### src/rtl/tem_pkg.sv
// ----------------------------------------------------------------------------
// Text extent package
// Shared widths, reset values, register indexes and the types that pass
// between the front end, the queue and the back end.
// ----------------------------------------------------------------------------
`default_nettype none

package tem_pkg;

  localparam int unsigned GLYPHS_DEFAULT      = 1024;
  localparam int unsigned QUEUE_DEPTH_DEFAULT = 2;

  localparam int unsigned LH_W    = 10;
  localparam int unsigned CODE_W  = 21;
  localparam int unsigned BYTE_W  = 8;
  localparam int unsigned GCODE_W = 10;
  localparam int unsigned ADV_W   = 10;
  localparam int unsigned GW_W    = 10;
  localparam int unsigned TRIM_W  = 12;
  localparam int unsigned X_W     = 24;
  localparam int unsigned MAXX_W  = 23;
  localparam int unsigned H_W     = 24;
  localparam int unsigned CFGD_W  = 21;
  localparam int unsigned CFGI_W  = 2;

  localparam logic [LH_W-1:0]   LINE_HEIGHT_RESET   = 10'd16;
  localparam logic              ESCAPE_ENABLE_RESET = 1'b0;
  localparam logic [CODE_W-1:0] ESCAPE_CODE_RESET   = 21'd94;
  localparam logic              TRIM_LAST_RESET     = 1'b1;

  localparam logic [BYTE_W-1:0] NEWLINE_BYTE = 8'h0A;
  localparam logic [CODE_W-1:0] NEWLINE_CODE = 21'h0A;
  localparam logic [1:0]        ESCAPE_SKIP  = 2'd3;

  localparam logic [X_W-1:0] X_POS_LIMIT = 24'h7FFFFF;
  localparam logic [X_W-1:0] X_NEG_LIMIT = 24'h800000;
  localparam logic [H_W-1:0] H_LIMIT     = 24'hFFFFFF;

  typedef enum logic [CFGI_W-1:0] {
    REG_LINE_HEIGHT   = 2'd0,
    REG_ESCAPE_ENABLE = 2'd1,
    REG_ESCAPE_CODE   = 2'd2,
    REG_TRIM_LAST     = 2'd3
  } reg_index_t;

  typedef struct packed {
    logic [LH_W-1:0]   line_height;
    logic              escape_enable;
    logic [CODE_W-1:0] escape_code;
    logic              trim_last;
  } cfg_t;

  // Table entry; the trimmed extent (offset plus width) is formed at load time.
  typedef struct packed {
    logic              present;
    logic [ADV_W-1:0]  advance;
    logic [TRIM_W-1:0] trim;
  } glyph_t;

  typedef struct packed {
    logic              nl_byte;
    logic              last;
    logic              cp_newline;
    logic              glyph;
    logic [ADV_W-1:0]  advance;
    logic [TRIM_W-1:0] trim;
  } op_t;

endpackage

`default_nettype wire

### src/rtl/tem_queue.sv
// ----------------------------------------------------------------------------
// Text extent operation queue
// Small first-in first-out buffer between the front end and the back end.
// ----------------------------------------------------------------------------
`default_nettype none

module tem_queue import tem_pkg::*; #(
  parameter int unsigned DEPTH = QUEUE_DEPTH_DEFAULT
) (
  input  wire logic clk,
  input  wire logic rst,
  input  wire logic push_valid,
  input  wire op_t  push_op,
  output logic      push_ready,
  output logic      pop_valid,
  output op_t       pop_op,
  input  wire logic pop_ready
);

  localparam int unsigned PW = (DEPTH > 1) ? $clog2(DEPTH) : 1;
  localparam int unsigned CW = $clog2(DEPTH + 1);

  op_t           slots [DEPTH];
  logic [PW-1:0] wr_ptr, rd_ptr;
  logic [CW-1:0] count;
  logic          push, pop;

  assign push_ready = (count != CW'(DEPTH));
  assign pop_valid  = (count != '0);
  assign pop_op     = slots[rd_ptr];
  assign push       = push_valid && push_ready;
  assign pop        = pop_valid && pop_ready;

  always_ff @(posedge clk) begin
    if (push) begin
      slots[wr_ptr] <= push_op;
    end
  end

  always_ff @(posedge clk) begin
    if (rst) begin
      wr_ptr <= '0;
      rd_ptr <= '0;
      count  <= '0;
    end else begin
      if (push) begin
        wr_ptr <= (wr_ptr == PW'(DEPTH - 1)) ? '0 : wr_ptr + PW'(1);
      end
      if (pop) begin
        rd_ptr <= (rd_ptr == PW'(DEPTH - 1)) ? '0 : rd_ptr + PW'(1);
      end
      if (push && !pop) begin
        count <= count + CW'(1);
      end else if (pop && !push) begin
        count <= count - CW'(1);
      end
    end
  end

endmodule

`default_nettype wire

### config.mk
export PLATFORM = sky130hd
export DESIGN_NAME = tem_queue
export DESIGN_NICKNAME = d
export VERILOG_FILES = /design/src/rtl/tem_pkg.sv /design/src/rtl/tem_queue.sv
export SDC_FILE = /design/constraint.sdc
export NUM_CORES = 1
export LEC_CHECK = 0
export ABC_AREA = 0
export BUFFER_PORTS_ARGS = -buffer_cell sky130_fd_sc_hd__buf_2
export CAP_MARGIN = 5
export CORE_MARGIN = 8
export CORE_UTILIZATION = 50
export CTS_CLUSTER_SIZE = 25
export DETAILED_ROUTE_END_ITERATION = 8
export HOLD_SLACK_MARGIN = 0.08
export PLACE_DENSITY = 0.73
export SKIP_LAST_GASP = 1
export SYNTH_ARGS = -nofsm -noshare
export SYNTH_HDL_FRONTEND = slang
export SYNTH_SLANG_ARGS = --single-unit
### constraint.sdc
create_clock -name clk -period 3 [get_ports clk]
set_input_delay 0.6 -clock clk [delete_from_list [all_inputs] [get_ports clk]]
set_output_delay 0.6 -clock clk [all_outputs]
set_load 0.03 [all_outputs]
==> impl_results.md, run 1 <==
* Die area at 6520 um^2
* Die height at 80.8 um
* Dominant cells by area after synthesis: edfxtp_1 74%, mux2_2 14%, dfxtp_1 4.8%
* Routed len/inst at 17.0 um
* Setup tns final at 0 ns
* Latest clock arrival within the worst-skew pair at 0.32 ns
* Port buffer count at 57
* Residual DRC at 0
* Avg Inst Size Synth at 20.0 um^2
* HP Class: in2reg
* Post-DRT Antenna Nets at 0
* Worst VDD drop at 0.514 mV
* Clock root buffer: clkbuf_8
* Diode count at 0
* Crit share post-route at 76.3%
* Final count of hold timing violations at 0
* Die X at 80.8 um
* Largest net degree at the start of global routing at 27
* Setup Skew at 0.00532 ns
* NetSw at 783 uW
* Seq/Total Area, Yosys at 79.2%
* CTS hold repair buffers at 0
* RR Startpoint: count[0]
* Via count at 1142
* Status: completed
* XOR/XNOR share of the synthesized area at 1.25%
* Worst setup EP type: primary output
* Drt first pass iters at 4
* Std cell rows at 23
* Crit path max fanout at 20
* GR Overflow Total at 0
* P_int at 1630 uW
* Worst slew pin tran at 0.710 ns
* Core ar. at 4030 um^2
* Final Critical Period at 2.29 ns
* Crit Path Class: reg2out
* Largest family of logic cells by synthesized area: multiplexers
* Maxcap violations at 0
* H-tree Lvls at 3
* Vias/cell at 5.03
* Multiplexer share of the synthesized area at 14.0%
* Max Freq at 0.437 GHz
* IO Count at 58
* Cell taking the most area after synthesis: edfxtp_1
* Area Overhead vs Synth at 25.1%
* Ys async rst share at 0%
* Mapped Nets at 136
* Clock Power Share at 26.2%
* Filler Cell Count at 302
* CTS buffer count at 9
* Synth Instances at 105
* Final setup viols at 0
* Reg clk slew, reported paths at 0.06 ns
* Clk buf depth at 2
* CTS tree: built
* Initial core utilization at 52.0%
* Routability Congestion at 0.672
* Netlist cell types at 18
* Sequential share of power at 43.3%
* Min-delay src: push_op[3]
* Adder-cell share of the synthesized area at 0.597%
* Initial DRC Count at 73
* Final wirelength at 3860 um
* Setup crit start kind: flop
* Mapped Area at 2100 um^2
* Initial antenna violation count at 0
* #FFs+latches synth at 57
* Synth top area share at 74.5%
* Part of the power in combinational logic at 30.5%
* R2r worst-path depth at 4
* Post-DP HPWL at 2790 um
* Gr usage total at 12.4%
* FF-to-FF setup slack at 1.12 ns
* Final setup margin at 0.712 ns
* Unrepaired setup endpoints after global routing: false
* Compound-Gate Fraction of Synth Area at 1.43%
* Vias in the first global route at 1240
* Setup Fix Bufs, Post-CTS at 0
* Share of layout cells above drive strength 1 at 56.5%
* Synth Flop Type: edfxtp_1
* Hold EP: slots[0][3]
* Hold path cells at 1
* Final slew viol count at 0
* Sw frac at 32.4%
* Synth Warn # at 0
* Synth Area in Simple Gates at 2.39%
* Relative slew slack at 52.6%
* Pwr/cell area at 921 nW/um^2
* Place WS at 1.00 ns
* EDFF count, synth at 52
* # resized after CTS at 0
* LEAKAGE at 0.00101 uW
* Worst EP arrival at 1.69 ns
* Clk sinks at 57
* Worst reg2reg path endpoint: slots[0][5]
* Worst path required time at 2.40 ns
* Final Net Count at 204
* Global-route wire length before repair at 5850 um
-- flip-flops by register name, summed over array words and instances (netlist names), named ones only --
signal,count
wr_ptr,1
count,2
rd_ptr,1
slots,52
-- power by group through the flow --
stage                     clock, uW  sequential (uW)  combinational [uW]
final                           633             1050                 736
after global routing            677             1060                 788
after CTS                       645             1050                 750
after detailed placement          0             1060                 748
after global placement            0             1050                 731
after floorplan                   0             1040                 563
-- worst max-delay path by stage --
| stage | to | slack (ns) | cells past startpoint |
|---|---|---|---|
| 2_1_floorplan | slots[1][0] | 1.11 | 2 |
| 3_3_place_gp | slots[0][19] | 1.03 | 4 |
| 3_5_place_dp | slots[0][24] | 1.00 | 4 |
| 4_1_cts | pop_op[13] | 0.67 | 3 |
| 5_1_grt | pop_op[16] | 0.61 | 3 |
| 6_report | pop_op[24] | 0.71 | 3 |
-- critical path, stage by stage (launching register included) --
cell and delay [ns]:
dfxtp_1 0.47, buf_4 0.33, mux2_2 0.37, buf_2 0.18
-- per-stage QoR --
step | power (uW) | instance area (um^2) | instances | utilization [%] | hold slack, ns
after global placement | 1780 | 2450 | 212 | 60.7 | 0.489
after detailed placement | 1810 | 2450 | 212 | 60.7 | 0.496
after global routing | 2520 | 2620 | 227 | 65.1 | 0.442
after floorplan | 1600 | 2100 | 105 | - | 0.471
after CTS | 2440 | 2620 | 227 | 65.1 | 0.446
final | 2420 | 2620 | 227 | 65.1 | 0.462
-- routing by layer --
layer  part of all wire, %  wire length, um  GRT usage, %  up-vias
met5                     0                0             0        -
met4                   2.0               79          8.04        0
met3                   8.4              325          5.85        9
met2                    52             2010          20.6       36
met1                    37             1440          12.3      557
li1                      -                -             -      540
-- cell type report --
type | count | area (um^2) | share of cell area, %
repair buffers | 60 | 308 | 11.7
inverters | 1 | 3.75 | 0.143
multi-input cells | 44 | 412 | 15.7
flip-flops and latches | 57 | 1660 | 63.4
clock buffers | 10 | 128 | 4.87
well taps | 50 | 62.6 | 2.39
clock inverters | 5 | 47.5 | 1.81
-- cell usage after synthesis (2+ instances only) --
master and n:
nor2_1 3, a21oi_1 2, edfxtp_1 52, buf_4 2, mux2_2 26, xor2_1 3, dfxtp_1 5, o21ai_0 2
-- cells by family after synthesis --
logic type	count (synthesis)
fa+ha+maj	1
simple gates	9
mux	26
flops	57
buf+inv	4
compound gates	5
xor+xnor	3
-- placed cells by master, fill, tap and decap left out --
cell type  count
o21ai_0        2
and2_1         1
clkinv_1       2
buf_4          3
ha_1           1
dfxtp_1        5
nor2_1         3
and3_1         1
clkbuf_1       1
or3_1          1
buf_2         57
a21bo_2        1
clkinv_2       2
bufinv_16      1
inv_1          1
nand3b_1       1
a21oi_1        2
clkbuf_8       9
xor2_1         3
or2_2          1
mux2_2        26
edfxtp_1      52
nand2b_1       1
No activity file was read; power rests on OpenSTA's default activity.
==> run 2, diff against run 1 <==
Settings changed: ABC_AREA 0 to 1, CORE_UTILIZATION 50 to 46, PLACE_DENSITY 0.73 to 0.7.
Clock period 3 ns to 2.05 ns, I/O delays scaled along.
==> impl_results.md, run 2 <==
* Synth top area share at 70.3% (-4.1 points)
* Final Critical Period at 1.83 ns
* Vias in the first global route at 1372 (+11%)
* Routed len/inst at 16.3 um (-4.2%)
* Status: completed
* Largest register FFs at 52 (unchanged)
* Final setup viols at 0 (unchanged)
* Relative slew slack at 74.4% (+22 points)
* Setup Fix Bufs, Post-CTS at 0 (unchanged)
* Diode count at 0 (unchanged)
* LEAKAGE at 0.00113 uW (+11%)
* Dominant cells by area after synthesis: edfxtp_1 70%, mux2_4 14%, dfxtp_1 4.5%
* Die area at 7300 um^2 (+12%)
* Final wirelength at 4040 um (+4.6%)
* GR Overflow Total at 0 (unchanged)
* Routability Congestion at 0.654 (-2.7%)
* Avg Inst Size Synth at 18.8 um^2 (-5.8%)
* Seq/Total Area, Yosys at 74.9% (-4.4 points)
* Mapped Area at 2220 um^2 (+5.8%)
* Post-DP HPWL at 2960 um (+6.2%)
* Latest clock arrival within the worst-skew pair at 0.33 ns (about the same)
* Cell taking the most area after synthesis: edfxtp_1
* Most frequent cells in the layout: 57 x buf_2, 52 x edfxtp_1, 20 x mux2_4
* Final slew viol count at 0 (unchanged)
* Initial DRC Count at 87 (+19%)
* Post-DRT Antenna Nets at 0 (unchanged)
* Pwr/cell area at 1320 nW/um^2 (+43%)
* Vias/cell at 4.82 (-4.2%)
* Part of the power in combinational logic at 31.9% (+1.4 points)
* Crit path max fanout at 13 (-35%)
* Count leader, synth: edfxtp_1
* Mapped Nets at 149 (+9.6%)
* Residual DRC at 0 (unchanged)
* Worst setup EP type: primary output
* Area Overhead vs Synth at 23.9%
* Synth cell count leaders: 52 x edfxtp_1, 20 x mux2_4, 9 x nand2_1, 8 x inv_1, 7 x nor2_1
* # resized after CTS at 0 (unchanged)
* P_int at 2450 uW (+50%)
* CTS tree: built
* Via count at 1195 (+4.6%)
* Std cell rows at 25 (+8.7%)
* Core ar. at 4690 um^2 (+16%)
* Ys async rst share at 0% (unchanged)
* Sequential share of power at 42.2% (-1.1 points)
* Drt first pass iters at 4 (unchanged)
* Worst Hold Slack at 0.270 ns (-0.192 ns)
* IO Count at 58 (unchanged)
* Worst EP arrival at 1.42 ns (-0.27 ns)
* Synth Flop Type: edfxtp_1
* Largest net degree at the start of global routing at 19 (-30%)
* Unrepaired setup endpoints after global routing: false
* Most common cell after layout, fill and taps aside: buf_2
* Setup Skew at 0.00329 ns (-0.00203 ns)
* HP Class: in2reg
* Crit share post-route at 89.1%
* Worst VDD drop at 0.900 mV (+75%)
* Port buffer count at 57 (unchanged)
* Crit Path Class: reg2out
* Clk buf depth at 2 (unchanged)
* Netlist cell types at 14 (-4)
* Synth Warn # at 0 (unchanged)
* Top flop regs: slots: 52 flops, count: 2 flops
* H-tree Lvls at 3 (unchanged)
* Max Freq at 0.547 GHz
* Maxcap violations at 0 (unchanged)
* Synth Instances at 118 (+12%)
* Gr usage total at 12.2% (-0.26 points)
* Die X at 85.5 um (+5.8%)
* Clk sinks at 57 (unchanged)
* Global-route wire length before repair at 6630 um (+13%)
* Worst slew pin tran at 0.383 ns (-0.326 ns)
* Final setup margin at 0.223 ns (-0.489 ns)
* Sw frac at 32.3% (-0.16 points)
* Final count of hold timing violations at 0 (unchanged)
* Clock root buffer: clkbuf_8
* Worst path required time at 1.64 ns (-0.76 ns)
* Initial core utilization at 47.3% (-4.7 points)
* Place WS at 0.470 ns (-0.532 ns)
* Setup crit start kind: flop
* Most flops, register: slots
* NetSw at 1170 uW (+49%)
* Final Net Count at 220 (+7.8%)
* CTS buffer count at 9 (unchanged)
* EDFF count, synth at 52 (unchanged)
* Reg clk slew, reported paths at 0.06 ns (about the same)
* CTS hold repair buffers at 0 (unchanged)
* Die height at 85.5 um (+5.8%)
* Clock Power Share at 26.0% (-0.2 points)
* #FFs+latches synth at 57 (unchanged)
* Initial antenna violation count at 0 (unchanged)
* Share of layout cells above drive strength 1 at 53.1% (-3.4 points)
[run 2: logic make-up after synthesis]
group | count (synthesis) | share of synthesized area (%)
compound gates | 4 | 0.902
mux | 26 | 16.6
buf+inv | 11 | 3.66
fa+ha+maj | 1 | 0.564
flops | 57 | 74.9
simple gates | 19 | 3.44
[run 2: through the flow]
| stage | TNS (ns) | utilization (%) | area, um^2 | power (uW) | cells |
|---|---|---|---|---|---|
| floorplan | -13.17 | - | 2220 | 2450 | 118 |
| global placement | 0 | 54.8 | 2570 | 2680 | 232 |
| detailed placement | 0 | 54.8 | 2570 | 2720 | 232 |
| CTS | 0 | 58.6 | 2750 | 3680 | 248 |
| global route | 0 | 58.6 | 2750 | 3820 | 248 |
| finish | 0 | 58.6 | 2750 | 3620 | 248 |
[run 2: routing by layer]
layer	share of wire (%)	vias up	GRT usage [%]
met4	1.8	0	6.69
met3	7.6	9	5.89
li1	-	581	-
met1	39	568	12.3
met5	0	-	0
met2	51	37	20.1
[run 2: final timing paths]
| kind | from | endpoint | slack (ns) | depth (start not counted) |
|---|---|---|---|---|
| setup / recovery | flop | pop_op[5] | 0.22 | 3 |
| hold / removal | push_op[0] | slots[1][0] | 0.27 | 1 |
| hold reg to reg | rd_ptr | rd_ptr | 0.51 | 2 |
| setup reg to reg | count[0] | slots[1][4] | 0.53 | 5 |
[run 2: area by class of cell]
class                   instances  area, um^2
clock buffers                  11         131
fillers                       380        1940
clock inverters                 5        46.3
inverters                       8        30.0
repair buffers                 63         330
well taps                      54        67.6
multi-input cells              50         482
flip-flops and latches         57        1660
[run 2: power by group through the flow]
stage          logic (uW)  registers (uW)  clock network (uW)
2_1_floorplan         908            1540                   0
3_3_place_gp         1140            1540                   0
3_5_place_dp         1170            1550                   0
4_1_cts              1170            1530                 975
5_1_grt              1250            1540                1030
6_report             1150            1530                 940
[run 2: critical path: stages, from the launching register on]
cell,delay (ns)
dfxtp_2,0.32
buf_4,0.23
mux2_2,0.36
buf_2,0.18
==> run 3, diff against run 2 <==
Settings changed: CAP_MARGIN 5 to 20, RECOVER_POWER set to 100, SLEW_MARGIN set to 0.
==> impl_results.md, run 3 (synthesis gave the netlist of run 2 again) <==
* Status: completed
* Worst Hold Slack at 0.274 ns (+0.00361 ns)
* GR Overflow Total at 0 (unchanged)
* Pwr Total at 3590 uW (-0.85%)
* Largest register FFs at 52 (unchanged)
* Final Critical Period at 1.86 ns (+0.0382 ns)
* Max Freq at 0.536 GHz (-2.0%)
* LEAKAGE at 0.00106 uW (-6.1%)
* # resized after CTS at 0 (unchanged)
* Initial core utilization at 47.3% (unchanged)
* Gr usage total at 12.2% (unchanged)
* IO Count at 58 (unchanged)
* Worst slew pin tran at 0.618 ns (+0.234 ns)
* Post-DP HPWL at 2960 um (unchanged)
* Core ar. at 4690 um^2 (unchanged)
* Worst EP arrival at 1.45 ns (+0.03 ns)
* Latest clock arrival within the worst-skew pair at 0.32 ns (about the same)
* Final setup viols at 0 (unchanged)
* Die area at 7300 um^2 (unchanged)
* Placed cell count at 232 (unchanged)
* Diode count at 0 (unchanged)
* Pwr/cell area at 1330 nW/um^2 (+0.71%)
* Reg clk slew, reported paths at 0.06 ns (about the same)
* Finished Layout Cells at 248 (unchanged)
* RR Startpoint: count[0]
* Area Overhead vs Synth at 22.0%
* Crit Path Class: reg2out
* Drt first pass iters at 4 (unchanged)
* Final slew viol count at 0 (unchanged)
* Clock root buffer: clkbuf_8
* Final count of hold timing violations at 0 (unchanged)
* Worst reg2reg path endpoint: slots[1][4]
* H-tree Lvls at 3 (unchanged)
* Min-delay src: push_op[25]
* Final wirelength at 4020 um (-0.40%)
* Unrepaired setup endpoints after global routing: false
* CTS buffer count at 9 (unchanged)
* CTS tree: built
* Worst setup EP type: primary output
* Worst VDD drop at 0.883 mV (-1.9%)
* Final Net Count at 220 (unchanged)
* FF-to-FF setup slack at 0.35 ns (-0.18 ns)
* Residual DRC at 0 (unchanged)
* Maxcap violations at 0 (unchanged)
* Crit share post-route at 91.0% (+1.9 points)
* CTS hold repair buffers at 0 (unchanged)
* Clk sinks at 57 (unchanged)
* Most common cell after layout, fill and taps aside: edfxtp_1
* Most frequent cells in the layout: 52 x edfxtp_1, 28 x clkbuf_1, 20 x mux2_4
* R2r worst-path depth at 5 (unchanged)
* Port buffer count at 57 (unchanged)
* Std cell rows at 25 (unchanged)
* Initial DRC Count at 57 (-34%)
* Top flop regs: slots: 52 flops, count: 2 flops
* Die height at 85.5 um (unchanged)
* Largest net degree at the start of global routing at 19 (unchanged)
* Post-DRT Antenna Nets at 0 (unchanged)
* Via count at 1196 (+0.084%)
* Worst path required time at 1.64 ns (about the same)
* Relative slew slack at 58.7% (-16 points)
* Most flops, register: slots
* Setup crit start kind: flop
* Clk buf depth at 2 (unchanged)
* Global-route wire length before repair at 6630 um (unchanged)
* Vias in the first global route at 1372 (unchanged)
* Vias/cell at 4.82 (about the same)
* HP Class: in2reg
* Setup Fix Bufs, Post-CTS at 0 (unchanged)
* Hold EP: slots[1][25]
* Initial antenna violation count at 0 (unchanged)
* Routability Congestion at 0.654 (unchanged)
* Hold path cells at 1 (unchanged)
* Crit path max fanout at 13 (unchanged)
* Die X at 85.5 um (unchanged)
* Routed len/inst at 16.2 um (-0.40%)
* Setup Skew at 0.00305 ns (-0.000237 ns)
* Share of layout cells above drive strength 1 at 38.7% (-14 points)
[run 3: cell count changes in the layout (fill, tap and decap cells not counted), sizes merged]
cell    delta
buf       -45
clkbuf    +45
[run 3: worst max-delay path, cell delays in order, from the launching register on]
cell and delay [ns]:
dfxtp_2 0.32, clkbuf_4 0.29, mux2_4 0.33, clkbuf_2 0.19
[run 3: worst max-delay path by stage]
stage	endpoint	startpoint	cells past startpoint	slack, ns
finish	pop_op[4]	flop	3	0.19
global route	pop_op[1]	flop	3	0.11
CTS	pop_op[5]	flop	3	0.19
global placement	slots[1][15]	push_valid	4	0.55
detailed placement	slots[1][0]	push_valid	4	0.47
floorplan	slots[0][0]	count[0]	4	-0.25
[run 3: layout make-up]
| cell class | count | area [um^2] |
|---|---|---|
| multi-input cells | 50 | 477 |
| repair buffers | 63 | 293 |
| inverters | 8 | 30.0 |
| fillers | 392 | 1980 |
| well taps | 54 | 67.6 |
| clock buffers | 11 | 131 |
| clock inverters | 5 | 46.3 |
| flip-flops and latches | 57 | 1660 |
[run 3: power by group]
group	leakage [uW]	total [uW]	switching (uW)	internal (uW)
Clock	0.0000898	940	393	547
Sequential	0.000527	1530	51.6	1480
Combinational	0.000442	1120	724	398
[run 3: layer usage]
layer / part of all wire (%) / GRT usage, % / wire length [um]
met4: 1.8 / 6.69 / 71
met3: 7.8 / 5.89 / 312
met5: 0 / 0 / 0
met2: 51 / 20.1 / 2070
met1: 39 / 12.3 / 1570
[run 3: metrics by stage]
| stage | area (um^2) | setup TNS, ns | utilization, % | worst slack (ns) |
|---|---|---|---|---|
| 2_1_floorplan | 2220 | -13.17 | - | -0.253 |
| 3_3_place_gp | 2570 | 0 | 54.8 | 0.546 |
| 3_5_place_dp | 2570 | 0 | 54.8 | 0.470 |
| 4_1_cts | 2750 | 0 | 58.6 | 0.188 |
| 5_1_grt | 2710 | 0 | 57.7 | 0.115 |
| 6_report | 2710 | 0 | 57.7 | 0.185 |
